### config.mk
export PLATFORM = sky130hd
export DESIGN_NAME = rsct_ram
export DESIGN_NICKNAME = d
export VERILOG_FILES = /design/src/rsct_ram.sv
export SDC_FILE = /design/constraint.sdc
export NUM_CORES = 1
export LEC_CHECK = 0
export ABC_CLOCK_PERIOD_IN_PS = 2630
export BUFFER_PORTS_ARGS = -buffer_cell sky130_fd_sc_hd__buf_2
export CORE_ASPECT_RATIO = 0.7
export CORE_MARGIN = 8
export CORE_UTILIZATION = 49
export DETAILED_ROUTE_END_ITERATION = 8
export GPL_TIMING_DRIVEN = 0
export PLACE_DENSITY = 0.66
export SKIP_CTS_REPAIR_TIMING = 1
export SYNTH_ARGS = -nofsm -noshare
export SYNTH_HDL_FRONTEND = slang
export SYNTH_SLANG_ARGS = --single-unit
### constraint.sdc
create_clock -name i_clk -period 2.63 [get_ports i_clk]
set_clock_uncertainty 0.15 [all_clocks]
set_input_delay 0.526 -clock i_clk [delete_from_list [all_inputs] [get_ports i_clk]]
set_output_delay 0.526 -clock i_clk [all_outputs]
set_load 0.005 [all_outputs]
### src/rsct_ram.sv
// Generic single-write, single-read synchronous RAM with a registered read.
`default_nettype none
module rsct_ram #(
    parameter int WIDTH = 8,
    parameter int DEPTH = 16
) (
    input  wire logic                                    i_clk,
    input  wire logic                                    i_we,
    input  wire logic [((DEPTH > 1) ? $clog2(DEPTH) : 1)-1:0] i_waddr,
    input  wire logic [WIDTH-1:0]                        i_wdata,
    input  wire logic [((DEPTH > 1) ? $clog2(DEPTH) : 1)-1:0] i_raddr,
    output logic      [WIDTH-1:0]                        o_rdata
);

    logic [WIDTH-1:0] r_mem [DEPTH];

    always_ff @(posedge i_clk) begin
        if (i_we) begin
            r_mem[i_waddr] <= i_wdata;
        end
        o_rdata <= r_mem[i_raddr];
    end

endmodule
`default_nettype wire

After elaboration in Yosys (flattened, before gate mapping). Memory sizes are Yosys's and may differ from the RTL's. A register that Yosys moved wholly into a read port is not among the register bits. Index checks and enable logic that the tools add are counted. Widths: inputs -> output; s select.

Register bits after elaboration: 0. Bits in writable memories: 128. Input bits: 18. Output and inout bits: 8. Logic and storage cells: 3. Memories: 1.

Muxes and demuxes: 2.

Memories: r_mem (words 16, width 8, read ports 1, clocked after memory_dff 1, wr ports 1, line 15) `logic [WIDTH-1:0] r_mem [DEPTH];`.

Operators with widths (number): $mux 1 (2).

Logic depth before layout (Yosys ltp).
Word-level depth: 2. Mapped depth: 5. Mapped depth without buffers: 3.

Worst setup path after synthesis. OpenSTA, ideal clock, no wires.

Path kind: input port to flip-flop. Start: input port i_waddr[2] (netlist bit). End: memory r_mem[0][0] (enable). Setup time: 0.383 ns. Arrival: 1.636 ns. Slack: 0.461 ns. Cell stages on the path: 2. Buffers on the path: 0. Path through: or3b_2 > nor3_1.

RTL lines: start, declared (line 9) `input wire logic [((DEPTH > 1) ? $clog2(DEPTH) : 1)-1:0] i_waddr,`; end, declared (line 15).

Straight into the memory's write port.

Worst setup path in the final report.
Start: input port i_waddr[2] (netlist bit). End: memory r_mem[0][3] (enable).

Straight into the memory's write port.

==> flow_summary.yaml <==
status:
  run_status: "completed"
logic_synthesis:
  synth-seq-cells: 136
  netlist.top_cell.by_area: "sky130_fd_sc_hd__edfxtp_1"
  yosys.cell_types.count: 19
  synthesis.area_um2: 5147
  number_of_synthesized_flops_with_an_enable_pin: 128
  share_of_synthesized_flip_flops_with_an_asynchronous_set_or_reset_pct: 0
  yosys-top-cells-count: "sky130_fd_sc_hd__edfxtp_1 (128), sky130_fd_sc_hd__mux4_2 (18), sky130_fd_sc_hd__a22oi_1 (16), sky130_fd_sc_hd__mux4_1 (14), sky130_fd_sc_hd__nor2_1 (13)"
  synth_largest_type_area_fraction_pct: 74.67
  synth_sequential_area_ratio_pct: 77.78
  synth_simple_gate_area_share_pct: 3.184
  synth_flop_cell: "sky130_fd_sc_hd__edfxtp_1"
  synth_area_per_cell_um2: 22.48
  post_synth_main_area_contributors: "sky130_fd_sc_hd__edfxtp_1 (75%), sky130_fd_sc_hd__mux4_2 (7.9%), sky130_fd_sc_hd__mux4_1 (7.1%)"
  yosys.area_share.adder_pct: 0
  synthesis.yosys.warnings: 0
  post_synth_inst_count: 229
  synth-xor-area-share_pct: 0
  combinational_family_with_the_most_area_after_synthesis: "multiplexers"
  synth-compound-area-share_pct: 2.333
  synth.area.mux_share_pct: 15.02
  syn-num-nets: 247
  yosys.cell_count.top_type: "sky130_fd_sc_hd__edfxtp_1"
floorplanning:
  floorplan.rows: 31
  core_um2: 10280
  floorplan.initialDensity_pct: 50.08
  die_h_um: 101.8
  fp.dieArea_um2: 14090
  die_width_um: 138.5
  count_of_boundary_i_o_pins: 26
timing:
  finalCritPeriodShare_pct: 86.99
  highest_achievable_clock_rate_ghz: 0.4371
  finalWorstPathRequiredPeriod_ns: 2.288
  unrepaired_setup_endpoints_after_global_routing: "no"
  finalMaxSlewViolations: 0
  final_hold_viol_count: 0
  postLayoutSetupSlackWorst_ns: 0.3420
  slew_at_the_pin_closest_to_its_max_slew_limit_ns: 1.312
  final-setup-viol-count: 0
  slew-limit-headroom_pct: 11.84
final_layout:
  drive_gt1_share_pct: 29.23
  layout-area-overhead-vs-synth_pct: 18.72
  fillcell_total: 753
  post-route-cell-area_um2: 6111
  antenna_cells: 0
  layout.core_utilization_pct: 59.45
  num-nets-final: 290
clock_network:
  path_clk_slew_ns: 0.06
  tritoncts: "done"
  clock-root-buffer: "sky130_fd_sc_hd__clkbuf_16"
  numCtsBuffers: 17
  cts_sinks: 136
  cts_htree_levels: 4
  cts_max_path_buffers: 2
  worst_skew_pair.late_latency_ns: 0.42
placement:
  post_dp_cell_area_um2: 5433
  portBuffers: 24
  place_congestion: 0.7339
  dp_worst_setup_slack_ns: -0.1360
  hpwl_um: 6413
drt:
  drt-vias-per-instance: 5.692
  first_iter_violations: 230
  via_count: 2368
  routed_wire_length_per_instance_um: 24.51
  drt_drc_violations_left: 0
  wl_um: 10200
  drt_pass1_iterations: 4
  drt.antenna.violating_nets: 0
power:
  power.leakage_uw: 0.002065
  power_density_nw_per_um2: 882.0
  ir_worst_vdd_v: 0.0004852
  fin_total_pwr_uw: 5390
run:
  maxCapViolations: 0
worst_setup_path:
  cp-end-kind: "register"
  worstPathRequired_ns: 2.50
  crit_fanout: 8
  worst_path_class_setup: "input pin to register"
  worstSetupStartpointType: "input pin"
  critical_path_arrival_ns: 2.16
global_route:
  number_of_antenna_violations_at_the_first_check_in_global_routing: 0
  grt_first_pass_wirelength_um: 15470
  grt_max_degree: 17
  gr-usage-all-layers_pct: 15.62
  grt_pass1_vias: 2500
  gr-total-overflow: 0
hold_path:
  min-delay-path-class: "input pin to register"
[path summary, 6_finish.rpt]
kind / to / start / depth (start not counted) / slack [ns]
setup / recovery: r_mem[0][3]$_DFFE_PP_ / i_waddr[2] / 3 / 0.34
hold reg to reg: o_rdata[2]$_DFF_P_ / r_mem[8][2]$_DFFE_PP_ / 3 / 0.54
hold / removal: r_mem[14][3]$_DFFE_PP_ / i_wdata[3] / 1 / 0.35
setup reg to reg: o_rdata[3]$_DFF_P_ / r_mem[5][3]$_DFFE_PP_ / 3 / 1.11
[cell usage in the layout, fill, tap and decap left out]
cell type                         Yosys  routed
sky130_fd_sc_hd__bufinv_16            0       7
sky130_fd_sc_hd__nor3_1               4       4
sky130_fd_sc_hd__nand2_1              9       9
sky130_fd_sc_hd__nor2b_1              1       1
sky130_fd_sc_hd__or3b_2               1       1
sky130_fd_sc_hd__nand3_1              1       1
sky130_fd_sc_hd__clkinv_2             0       3
sky130_fd_sc_hd__and2b_1              1       1
sky130_fd_sc_hd__nand3b_1             2       2
sky130_fd_sc_hd__mux4_1              14      14
sky130_fd_sc_hd__dfxtp_1              8       8
sky130_fd_sc_hd__clkbuf_16            0      17
sky130_fd_sc_hd__buf_2                3      27
sky130_fd_sc_hd__nand2b_1             2       2
sky130_fd_sc_hd__nor2_1              13      13
sky130_fd_sc_hd__clkinv_1             0       1
sky130_fd_sc_hd__a22oi_1             16      16
sky130_fd_sc_hd__inv_6                0       1
sky130_fd_sc_hd__clkinvlp_4           0       2
sky130_fd_sc_hd__mux4_2              18      18
sky130_fd_sc_hd__buf_4                1       1
sky130_fd_sc_hd__clkdlybuf4s25_2      3       3
sky130_fd_sc_hd__buf_6                3       3
sky130_fd_sc_hd__edfxtp_1           128     128
sky130_fd_sc_hd__and2_1               1       1
[through the flow]
step / setup TNS [ns] / hold slack (ns) / cells
after global routing: 0 / 0.3612 / 416
after detailed placement: -1.085 / 0.5329 / 385
final: 0 / 0.3539 / 416
after CTS: 0 / 0.3444 / 416
after global placement: -0.3364 / 0.5104 / 385
after floorplan: 0 / 0.4749 / 229
[logic make-up (layout without fill, tap and decap cells)]
| group | after synthesis | after routing |
|---|---|---|
| multiplexers | 32 | 32 |
| AND/OR/NAND/NOR | 35 | 35 |
| flip-flops | 136 | 136 |
| AO/OA/AOI/OAI | 16 | 16 |
| buffers and inverters | 10 | 65 |
[power breakdown]
group          switching (µW)  total (µW)  internal, µW
Clock                     863        2720          1860
Sequential               11.1        2440          2420
Combinational             137         233          96.1
[worst max-delay path, stage by stage]
cell	delay (ns)
sky130_fd_sc_hd__buf_2	0.12
sky130_fd_sc_hd__or3b_2	0.52
sky130_fd_sc_hd__nor3_1	0.99
[layout make-up]
type / instances / area [µm²] / area share, %
repair buffers: 24 / 120.1 / 1.966
clock inverters: 14 / 252.7 / 4.136
clock buffers: 17 / 425.4 / 6.962
flip-flops and latches: 136 / 4004 / 65.52
multi-input cells: 83 / 1057 / 17.30
plain buffers: 10 / 86.33 / 1.413
well taps: 132 / 165.2 / 2.703
[state kept, by name, summed over array words and instances (netlist names)]
name / cells
o_rdata: 8
r_mem: 128
[per-layer routing]
layer	global-route usage [%]	vias up	routed length, µm
met2	22.04	75	4382
met3	5.574	12	895
met5	0	-	0
met4	5.990	0	124
li1	-	1060	-
met1	21.75	1221	4793
No activity file was read; power rests on OpenSTA's default activity.
