## src/rsct_pkg.sv

```systemverilog
// Shared types, constants and helper functions for the rectangle symbol count table.
`default_nettype none
package rsct_pkg;

    localparam int MAX_ROWS = 64;
    localparam int MAX_COLS = 64;
    localparam int ROW_W    = (MAX_ROWS > 1) ? $clog2(MAX_ROWS) : 1;
    localparam int COL_W    = (MAX_COLS > 1) ? $clog2(MAX_COLS) : 1;
    localparam int DEPTH    = MAX_ROWS * MAX_COLS;
    localparam int ADDR_W   = (DEPTH > 1) ? $clog2(DEPTH) : 1;

    localparam int CNT_W     = 13;
    localparam int DIM_W     = 7;
    localparam int SYM_W     = 2;
    localparam int CFG_IDX_W = 1;
    localparam int STEP_W    = 3;

    localparam logic [DIM_W-1:0]  DIM_RESET = 7'd64;
    localparam logic [STEP_W-1:0] QRY_LAST  = 3'd4;

    localparam logic ACT_LOAD  = 1'b0;
    localparam logic ACT_QUERY = 1'b1;

    localparam logic [SYM_W-1:0] SYM_J = 2'd0;
    localparam logic [SYM_W-1:0] SYM_O = 2'd1;
    localparam logic [SYM_W-1:0] SYM_I = 2'd2;

    localparam logic [CFG_IDX_W-1:0] REG_ROW_COUNT = 1'b0;
    localparam logic [CFG_IDX_W-1:0] REG_COL_COUNT = 1'b1;

    typedef logic [ADDR_W-1:0] t_addr;

    typedef struct packed {
        logic [CNT_W-1:0] j;
        logic [CNT_W-1:0] o;
        logic [CNT_W-1:0] i;
    } t_counts;

    localparam int ENTRY_W = $bits(t_counts);

    typedef struct packed {
        logic             action;
        logic [SYM_W-1:0] symbol;
        logic [DIM_W-1:0] top_row;
        logic [DIM_W-1:0] left_col;
        logic [DIM_W-1:0] bottom_row;
        logic [DIM_W-1:0] right_col;
    } t_in_word;

    typedef struct packed {
        logic [CNT_W-1:0] count_j;
        logic [CNT_W-1:0] count_o;
        logic [CNT_W-1:0] count_i;
        logic             bad_query;
    } t_out_word;

    typedef struct packed {
        logic    we;
        t_addr   waddr;
        t_counts wdata;
        t_addr   raddr;
    } t_ram_req;

    function automatic t_addr f_addr(input logic [ROW_W-1:0] row, input logic [COL_W-1:0] col);
        return ADDR_W'(32'(row) * MAX_COLS + 32'(col));
    endfunction

    function automatic logic [DIM_W-1:0] f_clamp(input logic [DIM_W-1:0] v, input int maxv);
        logic [DIM_W-1:0] res;
        res = v;
        if (v == '0) begin
            res = DIM_W'(1);
        end else if (32'(v) > maxv) begin
            res = DIM_W'(maxv);
        end
        return res;
    endfunction

    function automatic t_counts f_bump(input t_counts c, input logic [SYM_W-1:0] sym);
        t_counts res;
        res = c;
        case (sym)
            SYM_J: res.j = c.j + CNT_W'(1);
            SYM_O: res.o = c.o + CNT_W'(1);
            SYM_I: res.i = c.i + CNT_W'(1);
            default: res = c;
        endcase
        return res;
    endfunction

    function automatic t_counts f_acc(input t_counts a, input t_counts b, input logic neg);
        t_counts res;
        if (neg) begin
            res.j = a.j - b.j;
            res.o = a.o - b.o;
            res.i = a.i - b.i;
        end else begin
            res.j = a.j + b.j;
            res.o = a.o + b.o;
            res.i = a.i + b.i;
        end
        return res;
    endfunction

endpackage
`default_nettype wire

```

## src/rsct_seq.sv

```systemverilog
// Sequencer for cell loads and rectangle queries around the prefix table memory.
`default_nettype none
module rsct_seq (
    input  wire logic                        i_clk,
    input  wire logic                        i_rst_n,
    input  wire logic                        i_restart,
    input  wire logic [rsct_pkg::DIM_W-1:0]  i_rows,
    input  wire logic [rsct_pkg::DIM_W-1:0]  i_cols,
    input  wire logic                        i_in_valid,
    output logic                             o_in_ready,
    input  wire rsct_pkg::t_in_word          i_in_word,
    output logic                             o_res_valid,
    input  wire logic                        i_res_ready,
    output rsct_pkg::t_out_word              o_res_word,
    output rsct_pkg::t_ram_req               o_ram_req,
    input  wire rsct_pkg::t_counts           i_ram_rdata
);

    typedef enum logic [3:0] {
        S_IDLE  = 4'b0001,
        S_LD_WR = 4'b0010,
        S_QRY   = 4'b0100,
        S_FIN   = 4'b1000
    } t_state;

    t_state                           r_state, n_state;
    logic [rsct_pkg::ROW_W-1:0]       r_load_row, n_load_row;
    logic [rsct_pkg::COL_W-1:0]       r_load_col, n_load_col;
    rsct_pkg::t_counts                r_run, n_run;
    rsct_pkg::t_counts                r_acc, n_acc;
    logic                             r_bad, n_bad;
    logic                             r_above_zero, n_above_zero;
    rsct_pkg::t_addr                  r_waddr, n_waddr;
    logic [rsct_pkg::STEP_W-1:0]      r_step, n_step;
    logic                             r_prev_zero, n_prev_zero;
    logic                             r_prev_neg, n_prev_neg;
    logic [rsct_pkg::DIM_W-1:0]       r_top, n_top;
    logic [rsct_pkg::DIM_W-1:0]       r_left, n_left;
    logic [rsct_pkg::DIM_W-1:0]       r_bot, n_bot;
    logic [rsct_pkg::DIM_W-1:0]       r_right, n_right;

    logic                             accept;
    logic                             wrap_pos;
    logic                             bad;
    logic [rsct_pkg::ROW_W-1:0]       eff_row;
    logic [rsct_pkg::COL_W-1:0]       eff_col;
    rsct_pkg::t_counts                eff_run;
    rsct_pkg::t_counts                above;
    logic [rsct_pkg::DIM_W-1:0]       c_row;
    logic [rsct_pkg::DIM_W-1:0]       c_col;
    logic                             c_neg;
    logic                             c_zero;

    assign accept     = i_in_valid && (r_state == S_IDLE);
    assign o_in_ready = (r_state == S_IDLE);

    assign wrap_pos = (32'(r_load_row) >= 32'(i_rows)) || (32'(r_load_col) >= 32'(i_cols));
    assign eff_row  = wrap_pos ? '0 : r_load_row;
    assign eff_col  = wrap_pos ? '0 : r_load_col;
    assign eff_run  = wrap_pos ? '0 : r_run;

    assign bad = (i_in_word.top_row == '0) || (i_in_word.left_col == '0)
              || (i_in_word.bottom_row > i_rows) || (i_in_word.right_col > i_cols)
              || (i_in_word.top_row > i_in_word.bottom_row)
              || (i_in_word.left_col > i_in_word.right_col);

    // The four corners of inclusion and exclusion, one per read step.
    always_comb begin
        c_row = r_bot;
        c_col = r_right;
        c_neg = 1'b0;
        case (r_step[1:0])
            2'd0: begin
                c_row = r_bot;
                c_col = r_right;
                c_neg = 1'b0;
            end
            2'd1: begin
                c_row = r_top - rsct_pkg::DIM_W'(1);
                c_col = r_left - rsct_pkg::DIM_W'(1);
                c_neg = 1'b0;
            end
            2'd2: begin
                c_row = r_top - rsct_pkg::DIM_W'(1);
                c_col = r_right;
                c_neg = 1'b1;
            end
            2'd3: begin
                c_row = r_bot;
                c_col = r_left - rsct_pkg::DIM_W'(1);
                c_neg = 1'b1;
            end
            default: begin
                c_row = r_bot;
                c_col = r_right;
                c_neg = 1'b0;
            end
        endcase
        c_zero = (c_row == '0) || (c_col == '0);
    end

    assign above = r_above_zero ? '0 : i_ram_rdata;

    always_comb begin
        n_state      = r_state;
        n_load_row   = r_load_row;
        n_load_col   = r_load_col;
        n_run        = r_run;
        n_acc        = r_acc;
        n_bad        = r_bad;
        n_above_zero = r_above_zero;
        n_waddr      = r_waddr;
        n_step       = r_step;
        n_prev_zero  = r_prev_zero;
        n_prev_neg   = r_prev_neg;
        n_top        = r_top;
        n_left       = r_left;
        n_bot        = r_bot;
        n_right      = r_right;
        o_res_valid  = 1'b0;

        o_ram_req.we    = 1'b0;
        o_ram_req.waddr = r_waddr;
        o_ram_req.wdata = rsct_pkg::f_acc(r_run, above, 1'b0);
        o_ram_req.raddr = rsct_pkg::f_addr(eff_row - rsct_pkg::ROW_W'(1), eff_col);

        case (r_state)
            S_IDLE: begin
                if (accept) begin
                    if (i_in_word.action == rsct_pkg::ACT_LOAD) begin
                        n_run        = rsct_pkg::f_bump(eff_run, i_in_word.symbol);
                        n_waddr      = rsct_pkg::f_addr(eff_row, eff_col);
                        n_above_zero = (eff_row == '0);
                        n_load_row   = eff_row;
                        n_load_col   = eff_col;
                        n_state      = S_LD_WR;
                    end else begin
                        n_top   = i_in_word.top_row;
                        n_left  = i_in_word.left_col;
                        n_bot   = i_in_word.bottom_row;
                        n_right = i_in_word.right_col;
                        n_acc   = '0;
                        n_bad   = bad;
                        n_step  = '0;
                        n_state = bad ? S_FIN : S_QRY;
                    end
                end
            end
            S_LD_WR: begin
                o_ram_req.we = 1'b1;
                if (32'(r_load_col) + 32'd1 >= 32'(i_cols)) begin
                    n_load_col = '0;
                    n_run      = '0;
                    if (32'(r_load_row) + 32'd1 >= 32'(i_rows)) begin
                        n_load_row = '0;
                    end else begin
                        n_load_row = r_load_row + rsct_pkg::ROW_W'(1);
                    end
                end else begin
                    n_load_col = r_load_col + rsct_pkg::COL_W'(1);
                end
                n_state = S_IDLE;
            end
            S_QRY: begin
                o_ram_req.raddr = rsct_pkg::f_addr(rsct_pkg::ROW_W'(c_row - rsct_pkg::DIM_W'(1)),
                                                   rsct_pkg::COL_W'(c_col - rsct_pkg::DIM_W'(1)));
                if ((r_step != '0) && !r_prev_zero) begin
                    n_acc = rsct_pkg::f_acc(r_acc, i_ram_rdata, r_prev_neg);
                end
                n_prev_zero = c_zero;
                n_prev_neg  = c_neg;
                n_step      = r_step + rsct_pkg::STEP_W'(1);
                if (r_step == rsct_pkg::QRY_LAST) begin
                    n_state = S_FIN;
                end
            end
            S_FIN: begin
                o_res_valid = 1'b1;
                if (i_res_ready) begin
                    n_state = S_IDLE;
                end
            end
            default: begin
                n_state = S_IDLE;
            end
        endcase

        if (i_restart) begin
            n_load_row = '0;
            n_load_col = '0;
            n_run      = '0;
        end
    end

    assign o_res_word.count_j   = r_acc.j;
    assign o_res_word.count_o   = r_acc.o;
    assign o_res_word.count_i   = r_acc.i;
    assign o_res_word.bad_query = r_bad;

    always_ff @(posedge i_clk) begin
        if (!i_rst_n) begin
            r_state    <= S_IDLE;
            r_load_row <= '0;
            r_load_col <= '0;
            r_run      <= '0;
            r_step     <= '0;
        end else begin
            r_state    <= n_state;
            r_load_row <= n_load_row;
            r_load_col <= n_load_col;
            r_run      <= n_run;
            r_step     <= n_step;
        end
    end

    always_ff @(posedge i_clk) begin
        r_acc        <= n_acc;
        r_bad        <= n_bad;
        r_above_zero <= n_above_zero;
        r_waddr      <= n_waddr;
        r_prev_zero  <= n_prev_zero;
        r_prev_neg   <= n_prev_neg;
        r_top        <= n_top;
        r_left       <= n_left;
        r_bot        <= n_bot;
        r_right      <= n_right;
    end

endmodule
`default_nettype wire

```

## config.mk

```make
export PLATFORM = sky130hd
export DESIGN_NAME = rsct_seq
export DESIGN_NICKNAME = d
export VERILOG_FILES = /design/src/rsct_pkg.sv /design/src/rsct_seq.sv
export SDC_FILE = /design/constraint.sdc
export NUM_CORES = 1
export LEC_CHECK = 0
export BUFFER_PORTS_ARGS = -buffer_cell sky130_fd_sc_hd__buf_2
export CAP_MARGIN = 20
export CORE_ASPECT_RATIO = 0.8
export CORE_MARGIN = 8
export CORE_UTILIZATION = 60
export DETAILED_ROUTE_END_ITERATION = 12
export PLACE_DENSITY = 0.81
export SETUP_SLACK_MARGIN = 0.4
export SLEW_MARGIN = 20
export SYNTH_ARGS = -nofsm -noshare
export SYNTH_HDL_FRONTEND = slang
export SYNTH_SLANG_ARGS = --single-unit
```

## constraint.sdc

```tcl
create_clock -name i_clk -period 5.9 [get_ports i_clk]
set_input_delay 0.885 -clock i_clk [delete_from_list [all_inputs] [get_ports i_clk]]
set_output_delay 0.885 -clock i_clk [all_outputs]
set_load 0.03 [all_outputs]
```

# Word level (Yosys, flattened, before mapping)
# Index checks and enable logic that the tools add are counted.
# word_totals
ff_bits	141
latchBits	0
mem_bits_rw	0
romBits	0
out_inout_bits	106
elab_cells	145
mem_count	0
# op_classes
n_addsub	25
multipliers	0
n_div	0
n_lt_le_gt_ge	8
n_eq_ne	17
n_shift	0
n_mux	40
bitwise_logic	2
reduce_logical	34
# op_table
op	count
39-bit 2-to-1 mux	9
39-bit case mux with 2 select lines	2
13-bit adder	6
6-bit 2-to-1 mux	9
13-bit by 1-bit adder with 13-bit output, second input constant	3
13-bit 2-to-1 mux	3
13-bit subtractor	3
12-bit by 6-bit adder with 12-bit output	3
7-bit greater-than comparator	4
7-bit logical NOT	4
7-bit case mux with 2 select lines	2
6-bit case mux with 2 select lines	2
4-bit 2-to-1 mux	5
6-bit by 1-bit subtractor with 6-bit output, second input constant	3
3-bit AND reduction	5
6-bit by 1-bit adder with 7-bit output, second input constant	2
6-bit by 7-bit >= comparator with 1-bit output	2
7-bit >= comparator	2
2-bit OR reduction	7
7-bit by 1-bit subtractor with 7-bit output, second input constant	2
6-bit by 1-bit adder with 6-bit output, second input constant	2
12-bit 2-to-1 mux	1
4-bit case mux with 3 select lines	1
2-bit != test, second input constant	5
22 further kinds	39

# Logic depth before layout (Yosys ltp)
# Gate-level depths: netlist (run 1).
# depth
word_depth	10
ltp_mapped	15

# Worst setup path after synthesis (run 1)
# Ideal clock, no wire load.
# synth_timing
kind	input to output
startpoint	in i_cols[4] (netlist bit)
endpoint	out o_ram_req[10] (netlist bit)
arrival_time_ns	3.813
t_required_ns	5.015
path_slack_ns	1.202
stages	13
cell_sequence	inv_1 -> ha_1 -> a211oi_1 -> o32a_1 -> o21a_1 -> nand2_1 -> clkbuf_1 -> nor2_1 -> a21oi_1 -> ha_1 -> nor3b_1 -> a311oi_1 -> a21oi_1
# synth_rtl
element	line	text
start: declaration	rsct_seq.sv:8	input wire logic [rsct_pkg::DIM_W-1:0] i_cols,
end: declaration	rsct_seq.sv:15	output rsct_pkg::t_ram_req o_ram_req,

==> results of run 1 <==
-- placed cells by master (no fill, tap or decap), drive strengths merged, types with 6 or more instances in the layout --
cell type,count
a211o,6
a211oi,18
a21boi,9
a21o,15
a21oi,88
a22o,8
a311oi,15
a31oi,27
a41oi,6
and2,13
and3,32
and4,7
buf,201
clkbuf,19
dfxtp,58
edfxtp,83
fa,6
ha,143
inv,92
mux2i,11
nand2,63
nand2b,25
nand3,50
nand4,8
nor2,141
nor2b,44
nor3,44
nor3b,8
nor4,13
o211ai,9
o21a,28
o21ai,62
o31ai,20
or2,6
or3,11
or4,9
xnor2,73
xor2,40
-- metal layers --
layer / vias up / track usage, % / share of wire [%] / wire length (um)
met5: - / 0 / 0.049 / 16
met4: 4 / 7.70 / 1.5 / 508
met3: 46 / 5.30 / 7.1 / 2350
met2: 417 / 41.7 / 46 / 15000
met1: 5272 / 33.9 / 46 / 15000
li1: 5489 / - / - / -
-- worst reg2reg max path: cells and delay by family, from the launching register on --
family | cells | cell delay (ns)
flip-flops | 1 | 0.43
adder cells (fa/ha/maj) | 2 | 0.46
buffers and inverters | 1 | 0.16
AO/OA/AOI/OAI | 4 | 1.17
AND/OR/NAND/NOR | 7 | 1.98
-- state kept, by name (all words and copies together), names as in the netlist --
| signal | count |
|---|---|
| r_load_row | 6 |
| r_bad | 1 |
| r_run | 39 |
| r_state | 4 |
| r_right | 7 |
| r_prev_neg | 1 |
| o_res_word | 39 |
| r_load_col | 6 |
| r_bot | 7 |
| r_above_zero | 1 |
| r_left | 7 |
| r_waddr | 12 |
| r_prev_zero | 1 |
| r_top | 7 |
| r_step | 3 |
-- worst max path at each step --
stage,start,endpoint,slack [ns],depth (start not counted)
global placement,i_cols[4],o_ram_req[10],1.25,14
CTS,i_cols[4],o_ram_req[10],1.09,14
detailed placement,i_cols[4],o_ram_req[10],1.10,14
global route,r_load_row[0],o_ram_req[10],0.79,13
finish,i_cols[4],o_ram_req[10],1.03,14
floorplan,i_cols[4],o_ram_req[10],1.20,13
-- per-stage QoR --
step | worst slack, ns | hold WS (ns) | area (um2) | cells | util, %
after floorplan | 1.20 | 0.460 | 12100 | 1383 | -
after global placement | 1.25 | 0.499 | 13300 | 1811 | 67.1
after detailed placement | 1.10 | 0.503 | 13300 | 1811 | 67.1
after CTS | 1.09 | 0.521 | 13900 | 1843 | 70.2
after global routing | 0.793 | 0.553 | 13900 | 1845 | 70.2
final | 1.03 | 0.524 | 13900 | 1845 | 70.2
-- power breakdown --
group / switching [mW] / internal [mW]
Sequential: 0.0209 / 1.07
Combinational: 0.321 / 0.191
Clock: 0.463 / 0.655
-- cell type report --
cell class / count / area, um2
diodes: 2 / 5.00
clock buffers: 19 / 453
clock inverters: 13 / 155
fillers: 1593 / 5900
inverters: 87 / 327
multi-input cells: 1118 / 7960
flip-flops and latches: 141 / 3650
well taps: 264 / 330
repair buffers: 201 / 1020
-- cells by family after synthesis --
logic type | synth area share, %
fa+ha+maj | 15.8
buf+inv | 3.93
xor+xnor | 8.20
flops | 30.3
compound gates | 19.5
mux | 1.19
simple gates | 21.1
==> impl_metrics.csv, run 1 <==
group,metric,value,unit
sta,setup_viol,0,
yosys,netlist_area,12100,um2
worst_setup_path,reg2reg_depth,14,
yosys,synth_most_common_cell,"ha_1",
floorplan,die_y,143,um
route,via_count,11200,
pwr,p_total,2.73,mW
route,drtIter0Drc,961,
global_routing,antenna_found_initial,4,
clocking,cts_resized,0,
worst_setup_path,required,5.02,ns
pwr,ir_drop,0.000187,V
sta,min_period_over_period,82.5,%
worst_setup_path,crit_chain,"buf_2, inv_1, ha_1, a211oi_1, o32a_1, o21a_1, nand2_1, nor2_1, a21oi_1, ha_1, nor3b_1, a311oi_1, a21oi_1, buf_2",
yosys,syn-mean-instance-area,8.73,um2
min_path,hold_depth,1,
pwr,power_leakage,6.33,nW
clocking,cts_buffers,17,
yosys,synth_area_leader_cell,"edfxtp_1",
worst_setup_path,r2r_end,"r_run[38]",
worst_setup_path,cp_slowest_stage_delay,0.38,ns
sta,skew,0.0156,ns
clocking,holdBufCountCts,0,
yosys,ys.flop_type,"edfxtp_1",
placed_design,place_congestion,0.926,
sta,finalHoldViolations,0,
floorplan,core,19800,um2
yosys,ys_warn_count,0,
yosys,syn_nets,1621,
global_routing,grt_pass1_vias,10700,
floorplan,ios,195,
yosys,synth-edff-count,83,
sta,setup_tns,0,ns
floorplan,chipWidth,175,um
clocking,cts.sinks,141,
floorplan,dieArea,24900,um2
floorplan,num_rows,46,
finish,drive_above_1_share,16.7,%
clocking,cts_tree,"yes",
route,vias_per_cell,6.09,
finish,area_growth,15.2,%
yosys,yosysSeqAreaShare,30.3,%
min_path,hold_path_startpoint,"r_run[22]",
clocking,clockBufferDepth,2,
worst_setup_path,crit_buf_inv,3,
worst_setup_path,critPathTopFamily,"compound AO/OA/AOI/OAI gates",
sta,max_freq,205,MHz
sta,finalCriticalPeriod,4.87,ns
floorplan,start_util,61.0,%
yosys,netlist.area_leader.share,20.6,%
global_routing,grt_pass1_wl,52900,um
route,wl,32900,um
clocking,clk_pin_slew,0.06,ns
clocking,post_cts_buffers,0,
sta,tightest_slew,1.00,ns
flow_run,cap_violations,0,
route,drt-pass1-iter-count,5,
yosys,synthTopCellsByCount,"ha_1 (143), nor2_1 (141), a21oi_1 (87), inv_1 (87), edfxtp_1 (83)",
worst_setup_path,end_kind,"output port",
global_routing,grtUsageTotal,25.6,%
yosys,ys_top_cells_by_area,"edfxtp_1 (21%), ha_1 (15%), dfxtp_1 (9.6%)",
worst_setup_path,cp_slowest_cell,"a211oi_1",
run_status,outcome,"completed",
pwr,p_per_area,196,nW/um2
worst_setup_path,reg2reg_setup_slack,1.63,ns
worst_setup_path,critPathKind,"in -> out",
clocking,clock_latency,0.43,ns
min_path,hold_path_end,"r_run[22]",
yosys,yosys_register_bits,141,
yosys,synthCells,1383,
worst_setup_path,crit_fanout,13,
global_routing,overflow,0,
placed_design,io_buffers,194,
finish,final_nets,1804,
route,drc,0,
clocking,clockRootBuffer,"clkbuf_16",
sta,max_slew_margin,33.3,%
yosys,async_flop_share,0,%
route,post_drt_wl_per_cell,17.8,um
clocking,cts_max_level,4,
route,ant_nets,0,
placed_design,dp_hpwl,25300,um
min_path,hp-class,"reg -> reg",
worst_setup_path,setup.worst_path.start_class,"input port",
yosys,ys_types,77,
worst_setup_path,r2r-start,"r_load_row[0]",
sta,rsz0062_at_grt,"no",
global_routing,grt_max_degree,58,
worst_setup_path,cp.arrival,3.98,ns
sta,slew_viol_final,0,
No activity file was read; power rests on OpenSTA's default activity.
==> run 2, diff against run 1 <==
--- a/config.mk
+++ b/config.mk
@@ -5,13 +5,14 @@
 export SDC_FILE = /design/constraint.sdc
 export NUM_CORES = 1
 export LEC_CHECK = 0
+export ABC_AREA = 1
 export BUFFER_PORTS_ARGS = -buffer_cell sky130_fd_sc_hd__buf_2
 export CAP_MARGIN = 20
 export CORE_ASPECT_RATIO = 0.8
 export CORE_MARGIN = 8
-export CORE_UTILIZATION = 60
+export CORE_UTILIZATION = 53
 export DETAILED_ROUTE_END_ITERATION = 12
-export PLACE_DENSITY = 0.81
+export PLACE_DENSITY = 0.75
 export SETUP_SLACK_MARGIN = 0.4
 export SLEW_MARGIN = 20
 export SYNTH_ARGS = -nofsm -noshare
==> constraint.sdc (replaced) <==
create_clock -name i_clk -period 4.4 [get_ports i_clk]
set_input_delay 0.66 -clock i_clk [delete_from_list [all_inputs] [get_ports i_clk]]
set_output_delay 0.66 -clock i_clk [all_outputs]
set_load 0.03 [all_outputs]
==> run 2 against run 1 <==
  * Clock skew barely moved
  * Setup slack worse by 0.47 ns
  * Sequential power up 36%
  * Non-clock buffer count increased by 9
  * Cell count up 22%
  * Largest power group unchanged
==> impl_metrics.csv, run 2 <==
group,metric,value,unit
worst_setup_path,setup.worst_path.start_class,"register",
placed_design,io_buffers,194,
route,drc,0,
finish,area_growth,15.9,%
floorplan,die_y,154,um
sta,slew_viol_final,0,
yosys,netlist_area,12600,um2
placed_design,place_congestion,0.936,
global_routing,grt_max_degree,54,
pwr,p_total,4.04,mW
finish,final_common_cell,"nand2_1",
finish,diodes,0,
yosys,netlist.area_leader.share,19.8,%
clocking,clockRootBuffer,"clkbuf_16",
yosys,ys_top_cells_by_area,"edfxtp_1 (20%), ha_1 (14%), dfxtp_1 (9.2%)",
clocking,cts_max_level,4,
sta,setup_tns,0,ns
sta,max_freq,261,MHz
worst_setup_path,end_kind,"output port",
worst_setup_path,crit_buf_inv,3,
clocking,cts_buffers,17,
route,drt-pass1-iter-count,5,
worst_setup_path,required,3.74,ns
route,post_drt_wl_per_cell,15.3,um
worst_setup_path,crit_top_cell,"nor2_1",
worst_setup_path,cp_slowest_stage_delay,0.42,ns
sta,min_period_over_period,87.2,%
pwr,power_leakage,7.11,nW
worst_setup_path,critPathTopFamily,"compound AO/OA/AOI/OAI gates",
yosys,synth_most_common_cell,"nand2_1",
clocking,clock_latency,0.43,ns
yosys,ys_warn_count,0,
worst_setup_path,critPathKind,"reg -> out",
yosys,yosys_register_bits,141,
yosys,ys.flop_type,"edfxtp_1",
pwr,p_per_area,277,nW/um2
finish,layout_common_cells,"nand2_1 (302), inv_1 (277), buf_2 (194)",
global_routing,grtUsageTotal,23.1,%
placed_design,dp.cells,2217,
floorplan,num_rows,50,
sta,tightest_slew,0.950,ns
clocking,clockBufferDepth,2,
floorplan,start_util,53.9,%
run_status,outcome,"completed",
finish,drive_above_1_share,15.3,%
yosys,syn_nets,1970,
finish,stdcell_count,2251,
floorplan,chipWidth,188,um
route,ant_nets,0,
worst_setup_path,crit_fanout,6,
flow_run,cap_violations,0,
sta,rsz0062_at_grt,"no",
clocking,clk_pin_slew,0.07,ns
sta,finalHoldViolations,0,
yosys,yosysSeqAreaShare,29.0,%
global_routing,antenna_found_initial,0,
sta,skew,0.0155,ns
clocking,cts.sinks,141,
yosys,synthTopCellsByCount,"nand2_1 (302), inv_1 (277), nor2_1 (166)",
worst_setup_path,crit_chain,"buf_4, nor2_1, ha_1, inv_1, fa_1, o21ai_0, a21oi_2, o21ai_0, a21oi_1, nor2_1, nor2_1, xor2_1, buf_2",
sta,whs,0.436,ns
floorplan,dieArea,29000,um2
sta,finalCriticalPeriod,3.84,ns
finish,final_cell_area,14600,um2
sta,setup_slack,0.562,ns
sta,max_slew_margin,36.5,%
clocking,holdBufCountCts,0,
route,vias_per_cell,5.39,
pwr,ir_drop,0.000224,V
yosys,synth-edff-count,83,
finish,final_nets,2164,
worst_setup_path,cp.arrival,3.18,ns
sta,setup_viol,0,
yosys,synth_area_leader_cell,"edfxtp_1",
route,via_count,12100,
route,drtIter0Drc,901,
global_routing,overflow,0,
yosys,synthCells,1732,
yosys,syn-mean-instance-area,7.28,um2
route,wl,34400,um
global_routing,grt_pass1_wl,56300,um
placed_design,dp_hpwl,27400,um
global_routing,grt_pass1_vias,11600,
worst_setup_path,cp_slowest_cell,"fa_1",
clocking,cts_tree,"yes",
floorplan,ios,195,
yosys,ys_types,55,
placed_design,pre_cts_ws,0.679,ns
min_path,hp-class,"in -> reg",
finish,utilization,62.4,%
placed_design,placed_cell_area,13900,um2
floorplan,core,23400,um2
yosys,async_flop_share,0,%
[run 2: final timing paths]
check / from / end / slack (ns) / cells past startpoint
setup / recovery: r_above_zero / o_ram_req[37] / 0.56 / 13
hold / removal: i_in_word[2] / r_right[2] / 0.44 / 1
setup reg to reg: r_prev_neg / o_res_word[24] / 1.06 / 12
hold reg to reg: r_step[2] / r_step[2] / 0.49 / 2
[run 2: per-layer routing]
metal	up-vias	GRT usage, %	part of all wire, %
met5	-	0	0
met4	0	6.13	1.3
met3	28	3.91	7.0
met2	399	36.5	44
met1	5534	32.3	48
li1	6173	-	-
[run 2: cells by family (layout without fill, tap and decap cells)]
| family | Yosys count | count (layout) | share of synthesized area [%] |
|---|---|---|---|
| AND/OR/NAND/NOR | 668 | 668 | 23.6 |
| AO/OA/AOI/OAI | 350 | 350 | 15.2 |
| buffers and inverters | 323 | 530 | 10.1 |
| adder cells (fa/ha/maj) | 149 | 149 | 15.1 |
| flip-flops | 141 | 141 | 29.0 |
| XOR/XNOR | 101 | 101 | 7.02 |
[run 2: timing repair]
item,in CTS,in global routing
setup buffers,2,0
setup endpoints to repair,3,2
pin swaps,0,0
resized for setup,0,3
[run 2: cell type report]
type | instances | area (um2)
Clock inverter | 10 | 209
Timing Repair Buffer | 210 | 1090
Sequential cell | 141 | 3650
Multi-Input combinational cell | 1268 | 7700
Clock buffer | 22 | 475
Inverter | 288 | 1080
Fill cell | 2131 | 8790
Tap cell | 312 | 390
[run 2: report_power, final]
| group | total (mW) | switching (mW) | internal (mW) |
|---|---|---|---|
| clock | 1.69 | 0.574 | 1.11 |
| sequential | 1.50 | 0.0358 | 1.46 |
| combinational | 0.852 | 0.584 | 0.268 |
[run 2: worst reg2reg max path: cells and delay by family (launching register included)]
family          cells  cell delay [ns]
compound gates      6             1.15
xor+xnor            1             0.17
fa+ha+maj           1             0.33
buf+inv             3             0.88
flops               1             0.32
simple gates        1             0.25
==> run 3, diff against run 2 <==
==> constraint.sdc (replaced) <==
create_clock -name i_clk -period 3.3 [get_ports i_clk]
set_input_delay 0.495 -clock i_clk [delete_from_list [all_inputs] [get_ports i_clk]]
set_output_delay 0.495 -clock i_clk [all_outputs]
set_load 0.03 [all_outputs]
==> run 3 against run 2 <==
  * The flow now finishes with violations (negative setup slack)
  * Critical endpoint unchanged
  * Clock power is 23% higher
  * Hold slack worse by 0.16 ns
  * Global-route usage is 1.6 points higher
  * Critical path type unchanged
  * Design area is 23% higher
==> impl_metrics.csv, run 3 (synthesis gave the netlist of run 2 again) <==
group,metric,value,unit
global_routing,grt_pass1_vias,12200,
clocking,clockBufferDepth,2,
sta,finalCriticalPeriod,3.42,ns
route,post_drt_wl_per_cell,19.0,um
flow_run,cap_violations,0,
finish,stdcell_count,2389,
pwr,p_per_area,307,nW/um2
worst_setup_path,setup.worst_path.start_class,"register",
floorplan,start_util,53.9,%
min_path,hp-class,"in -> reg",
sta,tightest_slew,0.659,ns
sta,skew,0.0129,ns
worst_setup_path,required,2.80,ns
finish,final_nets,2302,
finish,final_common_cell,"nand2_1",
global_routing,grt_max_degree,54,
sta,min_period_over_period,104,%
worst_setup_path,cp.arrival,2.92,ns
floorplan,num_rows,50,
floorplan,ios,195,
sta,finalHoldViolations,0,
pwr,power_leakage,8.13,nW
global_routing,antenna_found_initial,0,
route,drc,0,
pwr,swShare,32.5,%
clocking,clock_latency,0.43,ns
global_routing,grtUsageTotal,24.7,%
finish,final_cell_area,18000,um2
clocking,holdBufCountCts,0,
pwr,p_total,5.53,mW
route,via_count,14000,
clocking,clockRootBuffer,"clkbuf_16",
worst_setup_path,r2r-start,"r_load_col[4]",
run_status,violations,"negative setup slack",
finish,utilization,76.9,%
sta,setup_viol,5,
finish,drive_above_1_share,34.8,%
floorplan,core,23400,um2
global_routing,grt_pass1_wl,59800,um
clocking,cts_max_level,4,
finish,diodes,0,
clocking,clk_pin_slew,0.06,ns
sta,max_freq,293,MHz
route,ant_nets,0,
placed_design,pre_cts_ws,0.0492,ns
sta,max_slew_margin,55.7,%
route,drtIter0Drc,1403,
worst_setup_path,crit_fanout,5,
placed_design,placed_cell_area,14100,um2
finish,layout_common_cells,"nand2_1 (267), inv_1 (256), buf_2 (152)",
clocking,cts.sinks,141,
pwr,clkPwrFrac,37.5,%
worst_setup_path,end_kind,"output port",
floorplan,die_y,154,um
worst_setup_path,reg2reg_setup_slack,0.22,ns
clocking,cts_buffers,17,
pwr,internal_power,3.73,mW
worst_setup_path,worstSetupEndpoint,"o_ram_req[37]",
placed_design,io_buffers,194,
pwr,seqPwrFrac,36.2,%
pwr,comb_power_share,26.2,%
floorplan,dieArea,29000,um2
finish,area_growth,42.8,%
route,drt-pass1-iter-count,6,
worst_setup_path,reg2reg_depth,18,
placed_design,dp.cells,2226,
sta,rsz0062_at_grt,"yes",
placed_design,dp_hpwl,28000,um
floorplan,chipWidth,188,um
pwr,p_switching,1.80,mW
route,vias_per_cell,5.84,
global_routing,overflow,0,
run_status,outcome,"complete, but fails checks",
route,wl,45300,um
clocking,cts_tree,"yes",
worst_setup_path,startpoint,"r_above_zero",
pwr,ir_drop,0.000250,V
worst_setup_path,critPathKind,"reg -> out",
worst_setup_path,r2r_end,"r_run[36]",
sta,slew_viol_final,0,
placed_design,place_congestion,0.927,
sta,setup_slack,-0.116,ns
==> run 3: cell types whose count changed in the layout (fill, tap and decap cells not counted), moves of 40 or more <==
cell and change:
nor2_1 -40, buf_2 -42, ha_1 -55, buf_6 +64, ha_4 +45, o21ai_0 -40
buf_4 +102, a21oi_1 -40
==> run 3: final cells by class <==
type                            count  area (um2)
Timing Repair Buffer              348        2680
Multi-Input combinational cell   1268        9510
Tap cell                          312         390
Clock inverter                     15         194
Fill cell                        1581        5400
Clock buffer                       17         425
Inverter                          288        1100
Sequential cell                   141        3690
==> run 3: how the worst min path moves through the flow <==
stage | startpoint | to | cells after the start | slack, ns
floorplan | r_run[1] | r_run[1] | 2 | 0.46
global placement | r_run[1] | r_run[1] | 2 | 0.48
detailed placement | r_run[14] | r_run[14] | 2 | 0.48
CTS | i_in_word[1] | r_right[1] | 1 | 0.27
global route | i_in_word[14] | r_left[0] | 1 | 0.28
finish | i_in_word[1] | r_right[1] | 1 | 0.27
==> run 3: per-stage QoR <==
stage | TNS [ns] | hold WS (ns)
5_1_grt | -0.999 | 0.278
2_1_floorplan | 0 | 0.461
3_3_place_gp | 0 | 0.478
3_5_place_dp | 0 | 0.485
4_1_cts | -0.0346 | 0.267
6_report | -0.308 | 0.272
==> run 3: power by group through the flow <==
stage          Clock, mW  Sequential (mW)  Combinational, mW
2_1_floorplan          0             2.12              0.695
3_3_place_gp           0             2.04               1.11
3_5_place_dp           0             2.04               1.13
4_1_cts             2.08             2.00               1.20
5_1_grt             2.15             2.01               1.57
6_report            2.08             2.00               1.45
==> run 3: metal layers <==
| layer | global-route usage (%) | vias up | part of all wire, % |
|---|---|---|---|
| li1 | - | 6440 | - |
| met1 | 33.3 | 6560 | 41 |
| met2 | 41.0 | 793 | 48 |
| met3 | 3.89 | 169 | 8.0 |
| met4 | 5.65 | 0 | 3.4 |
| met5 | 0 | - | 0 |
==> run 3: critical path, stage by stage (launching register included) <==
cell	delay [ns]
edfxtp_1	0.39
buf_6	0.16
buf_12	0.14
nor2_1	0.25
ha_4	0.28
a21oi_2	0.18
o21ai_1	0.09
a21oi_2	0.16
o21ai_2	0.09
a21oi_2	0.17
nor2_1	0.06
nor2_1	0.17
xor2_2	0.20
buf_6	0.16
==> run 3: what timing repair did <==
| item | in CTS | in global routing |
|---|---|---|
| setup endpoints to repair | 49 | 98 |
| setup buffers | 48 | 77 |
| cloned | 1 | 5 |
| pin swaps | 34 | 148 |
| resized for setup | 157 | 383 |
| endpoints found under the hold margin | 0 | 0 |
